===== src/hdl/efsf_pkg.sv =====
// Shared constants, types and sequencer states of the EMA sensor framer.
package efsf_pkg;

    localparam int MAX_CHANNELS = 4;
    localparam int SAMPLE_BITS  = 10;

    localparam int SAMPLE_W = 10;
    localparam int LEVEL_W  = 10;
    localparam int FACTOR_W = 16;
    localparam int COUNT_W  = 3;
    localparam int JOY_W    = 4;
    localparam int BYTE_W   = 8;
    localparam int CH_W     = (MAX_CHANNELS > 1) ? $clog2(MAX_CHANNELS) : 1;

    localparam int DIGIT_SHIFT = 5;
    localparam int PROD_W      = LEVEL_W + 1 + FACTOR_W + 1;

    localparam int ADDR_W = 3;
    localparam int DATA_W = 32;

    localparam logic [BYTE_W-1:0]   TERMINATOR   = 8'd90;
    localparam logic [FACTOR_W-1:0] FACTOR_RESET = 16'd32768;
    localparam logic [COUNT_W-1:0]  COUNT_RESET  = 3'd2;

    localparam logic REG_FACTOR = 1'b0;
    localparam logic REG_COUNT  = 1'b1;

    typedef struct packed {
        logic [FACTOR_W-1:0] filter_factor;
        logic [COUNT_W-1:0]  channel_count;
    } cfg_t;

    typedef enum logic [2:0] {
        ST_IDLE,
        ST_READ,
        ST_MUL,
        ST_SUM,
        ST_HI,
        ST_LO,
        ST_BTN,
        ST_TERM
    } state_t;

endpackage


===== src/hdl/efsf_ifs.sv =====
// Stream interfaces for acquisitions in and frame bytes out.
interface efsf_acq_if
    import efsf_pkg::*;
();
    logic                valid;
    logic                ready;
    logic [SAMPLE_W-1:0] sample_zero;
    logic [SAMPLE_W-1:0] sample_one;
    logic [SAMPLE_W-1:0] sample_two;
    logic [SAMPLE_W-1:0] sample_three;
    logic [JOY_W-1:0]    joystick_levels;

    modport source (
        output valid, sample_zero, sample_one, sample_two, sample_three, joystick_levels,
        input  ready
    );
    modport sink (
        input  valid, sample_zero, sample_one, sample_two, sample_three, joystick_levels,
        output ready
    );
endinterface

interface efsf_frame_if
    import efsf_pkg::*;
();
    logic              valid;
    logic              ready;
    logic [BYTE_W-1:0] frame_byte;
    logic              frame_last;

    modport source (
        output valid, frame_byte, frame_last,
        input  ready
    );
    modport sink (
        input  valid, frame_byte, frame_last,
        output ready
    );
endinterface


===== src/hdl/efsf_cfg_regs.sv =====
// APB configuration registers: filter factor and active channel count.
module efsf_cfg_regs
    import efsf_pkg::*;
(
    input  logic              clk,
    input  logic              rst_n,
    input  logic              psel,
    input  logic              penable,
    input  logic              pwrite,
    input  logic [ADDR_W-1:0] paddr,
    input  logic [DATA_W-1:0] pwdata,
    output logic [DATA_W-1:0] prdata,
    output logic              pready,
    output cfg_t              cfg
);

    logic [FACTOR_W-1:0] factor_reg;
    logic [COUNT_W-1:0]  count_reg;
    logic                wr_en;
    logic                reg_sel;

    assign pready  = 1'b1;
    assign reg_sel = paddr[2];
    assign wr_en   = psel && penable && pwrite;

    always_ff @(posedge clk or negedge rst_n)
    begin
        if (!rst_n)
        begin
            factor_reg <= FACTOR_RESET;
            count_reg  <= COUNT_RESET;
        end
        else if (wr_en)
        begin
            case (reg_sel)
                REG_FACTOR: factor_reg <= pwdata[FACTOR_W-1:0];
                REG_COUNT:  count_reg  <= pwdata[COUNT_W-1:0];
                default:    factor_reg <= factor_reg;
            endcase
        end
    end

    always_comb
    begin
        case (reg_sel)
            REG_FACTOR: prdata = DATA_W'(factor_reg);
            REG_COUNT:  prdata = DATA_W'(count_reg);
            default:    prdata = '0;
        endcase
    end

    assign cfg.filter_factor = factor_reg;
    assign cfg.channel_count = count_reg;

endmodule


===== src/hdl/efsf_level_ram.sv =====
// Filtered level store: one write port, one registered read port.
module efsf_level_ram
    import efsf_pkg::*;
(
    input  logic               clk,
    input  logic               we,
    input  logic [CH_W-1:0]    waddr,
    input  logic [LEVEL_W-1:0] wdata,
    input  logic               re,
    input  logic [CH_W-1:0]    raddr,
    output logic [LEVEL_W-1:0] rdata
);

    logic [LEVEL_W-1:0] mem [MAX_CHANNELS];
    logic [LEVEL_W-1:0] rdata_reg;

    always_ff @(posedge clk)
    begin
        if (we)
        begin
            mem[waddr] <= wdata;
        end
        if (re)
        begin
            rdata_reg <= mem[raddr];
        end
    end

    assign rdata = rdata_reg;

endmodule


===== src/hdl/efsf_ema_unit.sv =====
// EMA update: sample + (old - sample) * f / 65536, one multiply then one add.
module efsf_ema_unit
    import efsf_pkg::*;
(
    input  logic                clk,
    input  logic                en,
    input  logic [LEVEL_W-1:0]  old_level,
    input  logic [LEVEL_W-1:0]  sample,
    input  logic [FACTOR_W-1:0] factor,
    output logic [LEVEL_W-1:0]  level
);

    logic signed [LEVEL_W:0]   diff;
    logic signed [FACTOR_W:0]  factor_s;
    logic signed [PROD_W-1:0]  prod_reg;
    logic [LEVEL_W-1:0]        sample_reg;
    logic signed [PROD_W-1:0]  acc;

    assign diff     = $signed({1'b0, old_level}) - $signed({1'b0, sample});
    assign factor_s = $signed({1'b0, factor});

    always_ff @(posedge clk)
    begin
        if (en)
        begin
            // Widen both operands so the signed product keeps all its bits.
            prod_reg   <= PROD_W'(diff) * PROD_W'(factor_s);
            sample_reg <= sample;
        end
    end

    // Sum is never negative and stays below 2^(LEVEL_W+16).
    assign acc   = $signed({PROD_W'(sample_reg) << FACTOR_W}) + prod_reg;
    assign level = acc[FACTOR_W +: LEVEL_W];

endmodule


===== src/hdl/ema_filter_sensor_framer_top.sv =====
// EMA sensor framer top level: sequencer around the level store and frame output.
//
// One acquisition enters on acq (valid/ready) when the block is idle. Each
// active channel (channel_count, saturated at four) reads its filtered level
// from the store, runs it through the EMA unit and writes it back, then the
// frame channel carries the level divided by 32 and the level modulo 32.
// After the channels come the inverted joystick nibble and the terminator 90
// with frame_last set.
// Sequence: per active channel the sequencer steps through read, multiply,
// add/write-back and the two byte slots; a further acquisition is taken only
// once the terminator has been emitted and the sequencer is back in idle.
// The frame output is a register: a stalled receiver holds the current byte
// and the sequencer waits in its byte state; nothing is dropped.
// Reset clears the filter levels to zero through per-entry valid bits and
// loads the factor 32768 and a channel count of two. Configuration is
// written over APB at byte addresses 0 and 4.
module ema_filter_sensor_framer_top
    import efsf_pkg::*;
(
    input  logic              clk,
    input  logic              rst_n,
    input  logic              psel,
    input  logic              penable,
    input  logic              pwrite,
    input  logic [ADDR_W-1:0] paddr,
    input  logic [DATA_W-1:0] pwdata,
    output logic [DATA_W-1:0] prdata,
    output logic              pready,
    efsf_acq_if.sink          acq,
    efsf_frame_if.source      frame
);

    cfg_t cfg;

    state_t state_reg, state_next;

    logic [COUNT_W-1:0]     chan_reg;
    logic [COUNT_W-1:0]     nch_reg;
    logic [COUNT_W-1:0]     nch_sat;
    logic [COUNT_W-1:0]     chan_inc;
    logic [CH_W-1:0]        chan_idx;
    logic [LEVEL_W-1:0]     sample_reg [MAX_CHANNELS];
    logic [SAMPLE_W-1:0]    raw [4];
    logic [JOY_W-1:0]       joy_reg;
    logic [LEVEL_W-1:0]     level_reg;
    logic [MAX_CHANNELS-1:0] valid_reg;

    logic                   out_valid_reg;
    logic [BYTE_W-1:0]      out_byte_reg;
    logic                   out_last_reg;
    logic                   out_free;

    logic                   accept;
    logic                   ram_re;
    logic                   ram_we;
    logic                   mul_en;
    logic                   emit;
    logic [BYTE_W-1:0]      emit_byte;
    logic                   emit_last;
    logic [LEVEL_W-1:0]     ram_rdata;
    logic [LEVEL_W-1:0]     old_level;
    logic [LEVEL_W-1:0]     new_level;

    efsf_cfg_regs u_cfg (
        .clk     (clk),
        .rst_n   (rst_n),
        .psel    (psel),
        .penable (penable),
        .pwrite  (pwrite),
        .paddr   (paddr),
        .pwdata  (pwdata),
        .prdata  (prdata),
        .pready  (pready),
        .cfg     (cfg)
    );

    efsf_level_ram u_ram (
        .clk   (clk),
        .we    (ram_we),
        .waddr (chan_idx),
        .wdata (new_level),
        .re    (ram_re),
        .raddr (chan_idx),
        .rdata (ram_rdata)
    );

    // Entries never written since reset read as zero.
    assign old_level = valid_reg[chan_idx] ? ram_rdata : '0;

    efsf_ema_unit u_ema (
        .clk       (clk),
        .en        (mul_en),
        .old_level (old_level),
        .sample    (sample_reg[chan_idx]),
        .factor    (cfg.filter_factor),
        .level     (new_level)
    );

    assign chan_idx = chan_reg[CH_W-1:0];
    assign chan_inc = chan_reg + COUNT_W'(1);
    assign nch_sat  = (cfg.channel_count > COUNT_W'(MAX_CHANNELS)) ?
                      COUNT_W'(MAX_CHANNELS) : cfg.channel_count;
    assign out_free = !out_valid_reg || frame.ready;
    assign accept   = acq.valid && acq.ready;

    assign raw[0] = acq.sample_zero;
    assign raw[1] = acq.sample_one;
    assign raw[2] = acq.sample_two;
    assign raw[3] = acq.sample_three;

    // Next state
    always_comb
    begin
        state_next = state_reg;
        case (state_reg)
            ST_IDLE:
            begin
                if (acq.valid)
                begin
                    state_next = (nch_sat == '0) ? ST_BTN : ST_READ;
                end
            end
            ST_READ: state_next = ST_MUL;
            ST_MUL:  state_next = ST_SUM;
            ST_SUM:  state_next = ST_HI;
            ST_HI:
            begin
                if (out_free)
                begin
                    state_next = ST_LO;
                end
            end
            ST_LO:
            begin
                if (out_free)
                begin
                    state_next = (chan_inc == nch_reg) ? ST_BTN : ST_READ;
                end
            end
            ST_BTN:
            begin
                if (out_free)
                begin
                    state_next = ST_TERM;
                end
            end
            ST_TERM:
            begin
                if (out_free)
                begin
                    state_next = ST_IDLE;
                end
            end
            default: state_next = ST_IDLE;
        endcase
    end

    // State outputs
    always_comb
    begin
        acq.ready = 1'b0;
        ram_re    = 1'b0;
        mul_en    = 1'b0;
        ram_we    = 1'b0;
        emit      = 1'b0;
        emit_byte = '0;
        emit_last = 1'b0;
        case (state_reg)
            ST_IDLE: acq.ready = 1'b1;
            ST_READ: ram_re = 1'b1;
            ST_MUL:  mul_en = 1'b1;
            ST_SUM:  ram_we = 1'b1;
            ST_HI:
            begin
                emit      = out_free;
                emit_byte = BYTE_W'(level_reg >> DIGIT_SHIFT);
            end
            ST_LO:
            begin
                emit      = out_free;
                emit_byte = BYTE_W'(level_reg[DIGIT_SHIFT-1:0]);
            end
            ST_BTN:
            begin
                emit      = out_free;
                emit_byte = BYTE_W'({~joy_reg[0], ~joy_reg[1], ~joy_reg[2], ~joy_reg[3]});
            end
            ST_TERM:
            begin
                emit      = out_free;
                emit_byte = TERMINATOR;
                emit_last = 1'b1;
            end
            default: acq.ready = 1'b0;
        endcase
    end

    always_ff @(posedge clk or negedge rst_n)
    begin
        if (!rst_n)
        begin
            state_reg     <= ST_IDLE;
            chan_reg      <= '0;
            nch_reg       <= '0;
            valid_reg     <= '0;
            out_valid_reg <= 1'b0;
        end
        else
        begin
            state_reg <= state_next;
            if (accept)
            begin
                chan_reg <= '0;
                nch_reg  <= nch_sat;
            end
            else if (state_reg == ST_LO && out_free)
            begin
                chan_reg <= chan_inc;
            end
            if (ram_we)
            begin
                valid_reg[chan_idx] <= 1'b1;
            end
            if (emit)
            begin
                out_valid_reg <= 1'b1;
            end
            else if (frame.ready)
            begin
                out_valid_reg <= 1'b0;
            end
        end
    end

    // Payload registers
    always_ff @(posedge clk)
    begin
        if (accept)
        begin
            for (int i = 0; i < MAX_CHANNELS; i++)
            begin
                sample_reg[i] <= LEVEL_W'(raw[i][SAMPLE_BITS-1:0]);
            end
            joy_reg <= acq.joystick_levels;
        end
        if (ram_we)
        begin
            level_reg <= new_level;
        end
        if (emit)
        begin
            out_byte_reg <= emit_byte;
            out_last_reg <= emit_last;
        end
    end

    assign frame.valid      = out_valid_reg;
    assign frame.frame_byte = out_byte_reg;
    assign frame.frame_last = out_last_reg;

endmodule


===== src/flat_wrapper.sv =====
// flat-port wrapper written by rule: the top's interface ports become plain ports
module ema_filter_sensor_framer_top_flat import efsf_pkg::*;
  (clk, rst_n, psel, penable, pwrite, paddr, pwdata, prdata, pready, acq_valid, acq_sample_zero, acq_sample_one, acq_sample_two, acq_sample_three, acq_joystick_levels, acq_ready, frame_valid, frame_frame_byte, frame_frame_last, frame_ready);
  efsf_acq_if acq_i ();
  efsf_frame_if frame_i ();
  input  logic clk;
  input  logic rst_n;
  input  logic psel;
  input  logic penable;
  input  logic pwrite;
  input  logic [ADDR_W-1:0] paddr;
  input  logic [DATA_W-1:0] pwdata;
  output logic [DATA_W-1:0] prdata;
  output logic pready;
  input wire logic [$bits(acq_i.valid)-1:0] acq_valid;
  input wire logic [$bits(acq_i.sample_zero)-1:0] acq_sample_zero;
  input wire logic [$bits(acq_i.sample_one)-1:0] acq_sample_one;
  input wire logic [$bits(acq_i.sample_two)-1:0] acq_sample_two;
  input wire logic [$bits(acq_i.sample_three)-1:0] acq_sample_three;
  input wire logic [$bits(acq_i.joystick_levels)-1:0] acq_joystick_levels;
  output wire logic [$bits(acq_i.ready)-1:0] acq_ready;
  output wire logic [$bits(frame_i.valid)-1:0] frame_valid;
  output wire logic [$bits(frame_i.frame_byte)-1:0] frame_frame_byte;
  output wire logic [$bits(frame_i.frame_last)-1:0] frame_frame_last;
  input wire logic [$bits(frame_i.ready)-1:0] frame_ready;
  assign acq_i.valid = acq_valid;
  assign acq_i.sample_zero = acq_sample_zero;
  assign acq_i.sample_one = acq_sample_one;
  assign acq_i.sample_two = acq_sample_two;
  assign acq_i.sample_three = acq_sample_three;
  assign acq_i.joystick_levels = acq_joystick_levels;
  assign acq_ready = acq_i.ready;
  assign frame_valid = frame_i.valid;
  assign frame_frame_byte = frame_i.frame_byte;
  assign frame_frame_last = frame_i.frame_last;
  assign frame_i.ready = frame_ready;
  ema_filter_sensor_framer_top u_core (.clk(clk), .rst_n(rst_n), .psel(psel), .penable(penable), .pwrite(pwrite), .paddr(paddr), .pwdata(pwdata), .prdata(prdata), .pready(pready), .acq(acq_i), .frame(frame_i));
endmodule

===== config.mk =====
export PLATFORM = sky130hd
export DESIGN_NAME = ema_filter_sensor_framer_top_flat
export DESIGN_NICKNAME = d
export VERILOG_FILES = /design/src/hdl/efsf_pkg.sv /design/src/hdl/efsf_ifs.sv /design/src/hdl/efsf_cfg_regs.sv /design/src/hdl/efsf_level_ram.sv /design/src/hdl/efsf_ema_unit.sv /design/src/hdl/ema_filter_sensor_framer_top.sv /design/src/flat_wrapper.sv
export SDC_FILE = /design/constraint.sdc
export NUM_CORES = 1
export LEC_CHECK = 0
export ABC_AREA = 1
export BUFFER_PORTS_ARGS = -buffer_cell sky130_fd_sc_hd__buf_2
export CAP_MARGIN = 15
export CORE_UTILIZATION = 40
export DETAILED_ROUTE_END_ITERATION = 6
export MAX_ROUTING_LAYER = met4
export PLACE_DENSITY_LB_ADDON = 0.08
export SETUP_SLACK_MARGIN = 0.3
export SLEW_MARGIN = 10
export SYNTH_ARGS = -nofsm -noshare
export SYNTH_HDL_FRONTEND = slang
export SYNTH_SLANG_ARGS = --single-unit

===== constraint.sdc =====
create_clock -name clk -period 9 [get_ports clk]
set_input_delay 0.45 -clock clk [delete_from_list [all_inputs] [get_ports clk]]
set_output_delay 0.45 -clock clk [all_outputs]
set_load 0.01 [all_outputs]

==> results.md <==
* Post-route DRC violation count at 0
* Non-filler cells in the finished layout at 1991
* TNS Setup at 0 ns
* Global router's overall resource usage at 0.2137
* Synthesis warning total at 0
* TritonRoute pass-1 iters at 5
* Worst EP arrival at approximately 8 ns
* Worst-skew pair later-pin latency at between 0.4 and 0.5 ns
* Clock tree sinks at between 150 and 200
* Filler cells at between 3000 and 4000
* Worst path slowest cell: sky130_fd_sc_hd__dfrtp_1
* Largest area contributor in the synthesized netlist: sky130_fd_sc_hd__edfxtp_1
* Dpl cells at slightly below 2000
* Wire length after detailed routing at 32710 µm
* Core Box Area at around 32000 µm²
* RSZ-0062 raised after global routing: false
* Clock Tree Buf Depth at 2
* Maximum number of pins on one net before global-route repair at 48
* Ports placed on the boundary at 130
* Number of violations of the max-capacitance limit at 0
* Starting Density at 0.4056
* Die height at about 180 µm
* First-pass GRT wire length at between 50000 and 60000 µm
* Type of element capturing the critical path: flip-flop
* Die Width at 183.4 µm
* Result of the run: completed
* Reg clk slew, reported paths at approximately 0.06 ns
* Number of port buffers at a little over 90
* Total area of sequential cells at roughly 4700 µm²
* Critical path start-end classification: reg2reg
* Routing layer with the top usage in global route: met1
* Syn_area_per_cell at 9.040 µm²
* Core occupancy in the finished layout at 0.4475
* Remaining antenna violation count after routing at 0
* CP peak stage delay at approximately 0.68 ns
* Hold-fix buffers at CTS at 0
* Total area of multi-input combinational cells at 7167 µm²
* Number of distinct library cell variants in the gate-level netlist after synthesis at 52
* Post-Synthesis Cell Area at 13160 µm²
* Synth-to-layout area growth at 10.32%
* Post-synth EDFFs at 130
* Number of diodes added for antenna fixing at 0
* Data required time at the worst endpoint at just over 9 ns
* Routed wirelength normalized by instance count at 16.43 µm
* GRT overflow at 0
* Fraction of post-synthesis cell area in the top cell type by area at 0.2966
* Post-synthesis register bit count at roughly 160
* Worst-case reg-to-reg path depth at 32
* Final weighted congestion of routability-driven global placement at approximately 0.9
* Max-Slew Margin vs Limit at 0.2751
* Met1 usage at 0.3148
* Top cell by count, worst path: sky130_fd_sc_hd__nand2_1
* R2r setup slk at between 1 and 1.5 ns
* Number of antenna violations at the first check in global routing at 0
* Max-slew violation count at 0
* Number of instances in the synthesized netlist at approximately 1500
* Layout Nets at approximately 1800
* Worst clock skew on the final layout at about 0.016 ns
* Number of H-tree levels at 4
* Most frequently used flop master after synthesis: sky130_fd_sc_hd__edfxtp_1
* Commonest cells in the netlist: sky130_fd_sc_hd__nand2_1 (280), sky130_fd_sc_hd__inv_1 (263), sky130_fd_sc_hd__nor2_1 (199)
* Proportion of register bits with asynchronous set or reset after synthesis at 0.2025
* Violation count after the first detailed-route iteration at slightly above 600
* Highest net fanout along the worst path at 26
* DIE AREA at 33640 µm²
* Synth top area cells: sky130_fd_sc_hd__edfxtp_1 (30%), sky130_fd_sc_hd__fa_1 (19%), sky130_fd_sc_hd__ha_1 (8.8%)
* Standard-cell row count at 66
* Total via count after detailed routing at 9628
* Cell chosen for the clock root: sky130_fd_sc_hd__clkbuf_16
* Top achievable clock speed at between 100 and 150 MHz
* Post-CTS setup buffers at 0
* Via count of the first global-routing pass at around 9500
* Worst Max-Slew Pin Slew at roughly 1.1 ns
* Reg2Reg Launch Point: u_core.chan_reg[1]
* Min-Delay Path Class: in2async
* Sequential element share of the synthesized area at 0.3595
* Final-report setup violation count at 0
* Routing usage on met2 at 0.3132
* Crit path buf inv count at 5
* Period Utilization, post-route at 0.8669
* Crit-path leading delay family: adder cells
* Post-detailed-placement half-perimeter wirelength at about 26000 µm
* Drt via density at approximately 4.8
* Final period demand of the worst path at 7.802 ns
* Num CTS Buffers at 17
* Final-report hold violation count at 0
* Most numerous cell in the Yosys netlist: sky130_fd_sc_hd__nand2_1
* Total number of cells along the worst setup path at 32
* Startpoint type of the worst setup path: flip-flop
* Met3 capacity usage during global routing at 0.03296
* Fraction of layout cells with a size suffix above 1 at 0.1052
* CTS tree: yes
* Terminus of the critical flop-to-flop path: u_core.u_ema.prod_reg[25]
* # resized after CTS at 0
-- per-layer routing --
metal  share of wire  vias up  wire (µm)
met3           0.049       14       1619
met4          0.0071        0        233
li1                -     4722          -
met5               0        -          0
met2            0.43      245      14100
met1            0.51     4647      16760
-- layout by cell type, fill, tap and decap left out, drive strengths merged, types with 19 or more instances in the layout --
cell type	count
dfrtp	31
nand2	293
fa	126
buf	101
ha	93
edfxtp	130
o21ai	47
nand3	56
conb	19
inv	272
a21oi	55
nor2	201
-- worst reg2reg max path, delay by kind of cell (launching register included) --
kind / cells / cell delay, ns
compound gates: 5 / 0.90
flops: 1 / 0.68
simple gates: 15 / 1.86
buf+inv: 5 / 0.81
fa+ha+maj: 7 / 3.35
-- final cells by class --
cell class,instances,area share
clock buffer,18,0.02955
clock inverter,12,0.005687
inverter,273,0.07091
multi-input combinational,982,0.4935
sequential,163,0.3259
tap,442,0.03808
timing repair buffer,101,0.03636
-- worst max-delay path by stage --
stage / from / endpoint / slack, ns
final: u_core.chan_reg[1] / u_core.u_ema.prod_reg[25] / 1.20
after global placement: u_core.chan_reg[1] / u_core.u_ema.prod_reg[25] / 1.19
after floorplan: u_core.chan_reg[0] / u_core.u_ema.prod_reg[20] / 2.47
after CTS: u_core.chan_reg[1] / u_core.u_ema.prod_reg[25] / 1.09
after detailed placement: u_core.chan_reg[1] / u_core.u_ema.prod_reg[25] / 1.16
after global routing: u_core.chan_reg[1] / u_core.u_ema.prod_reg[25] / 0.55
-- per-stage QoR --
stage / area [µm²] / worst slack (ns) / hold slack (ns)
2_1_floorplan: 13230 / 2.467 / 0.1544
3_3_place_gp: 14000 / 1.194 / 0.4374
3_5_place_dp: 14000 / 1.158 / 0.4530
4_1_cts: 14510 / 1.093 / 0.09327
5_1_grt: 14520 / 0.5465 / 0.1382
6_report: 14520 / 1.198 / 0.08461
-- kinds of logic (layout without fill, tap and decap cells) --
logic type	after synthesis	after routing	share of synthesized area
adder cells (fa/ha/maj)	219	219	0.2800
AND/OR/NAND/NOR	585	585	0.1843
other	2	19	0.0005706
AO/OA/AOI/OAI	143	143	0.06369
XOR/XNOR	16	16	0.01065
flip-flops	163	163	0.3595
buffers and inverters	328	404	0.1012
Power is left out: the tool's default activity adds up to more than one toggle a clock period on the data nets, which glitch-free logic cannot reach.
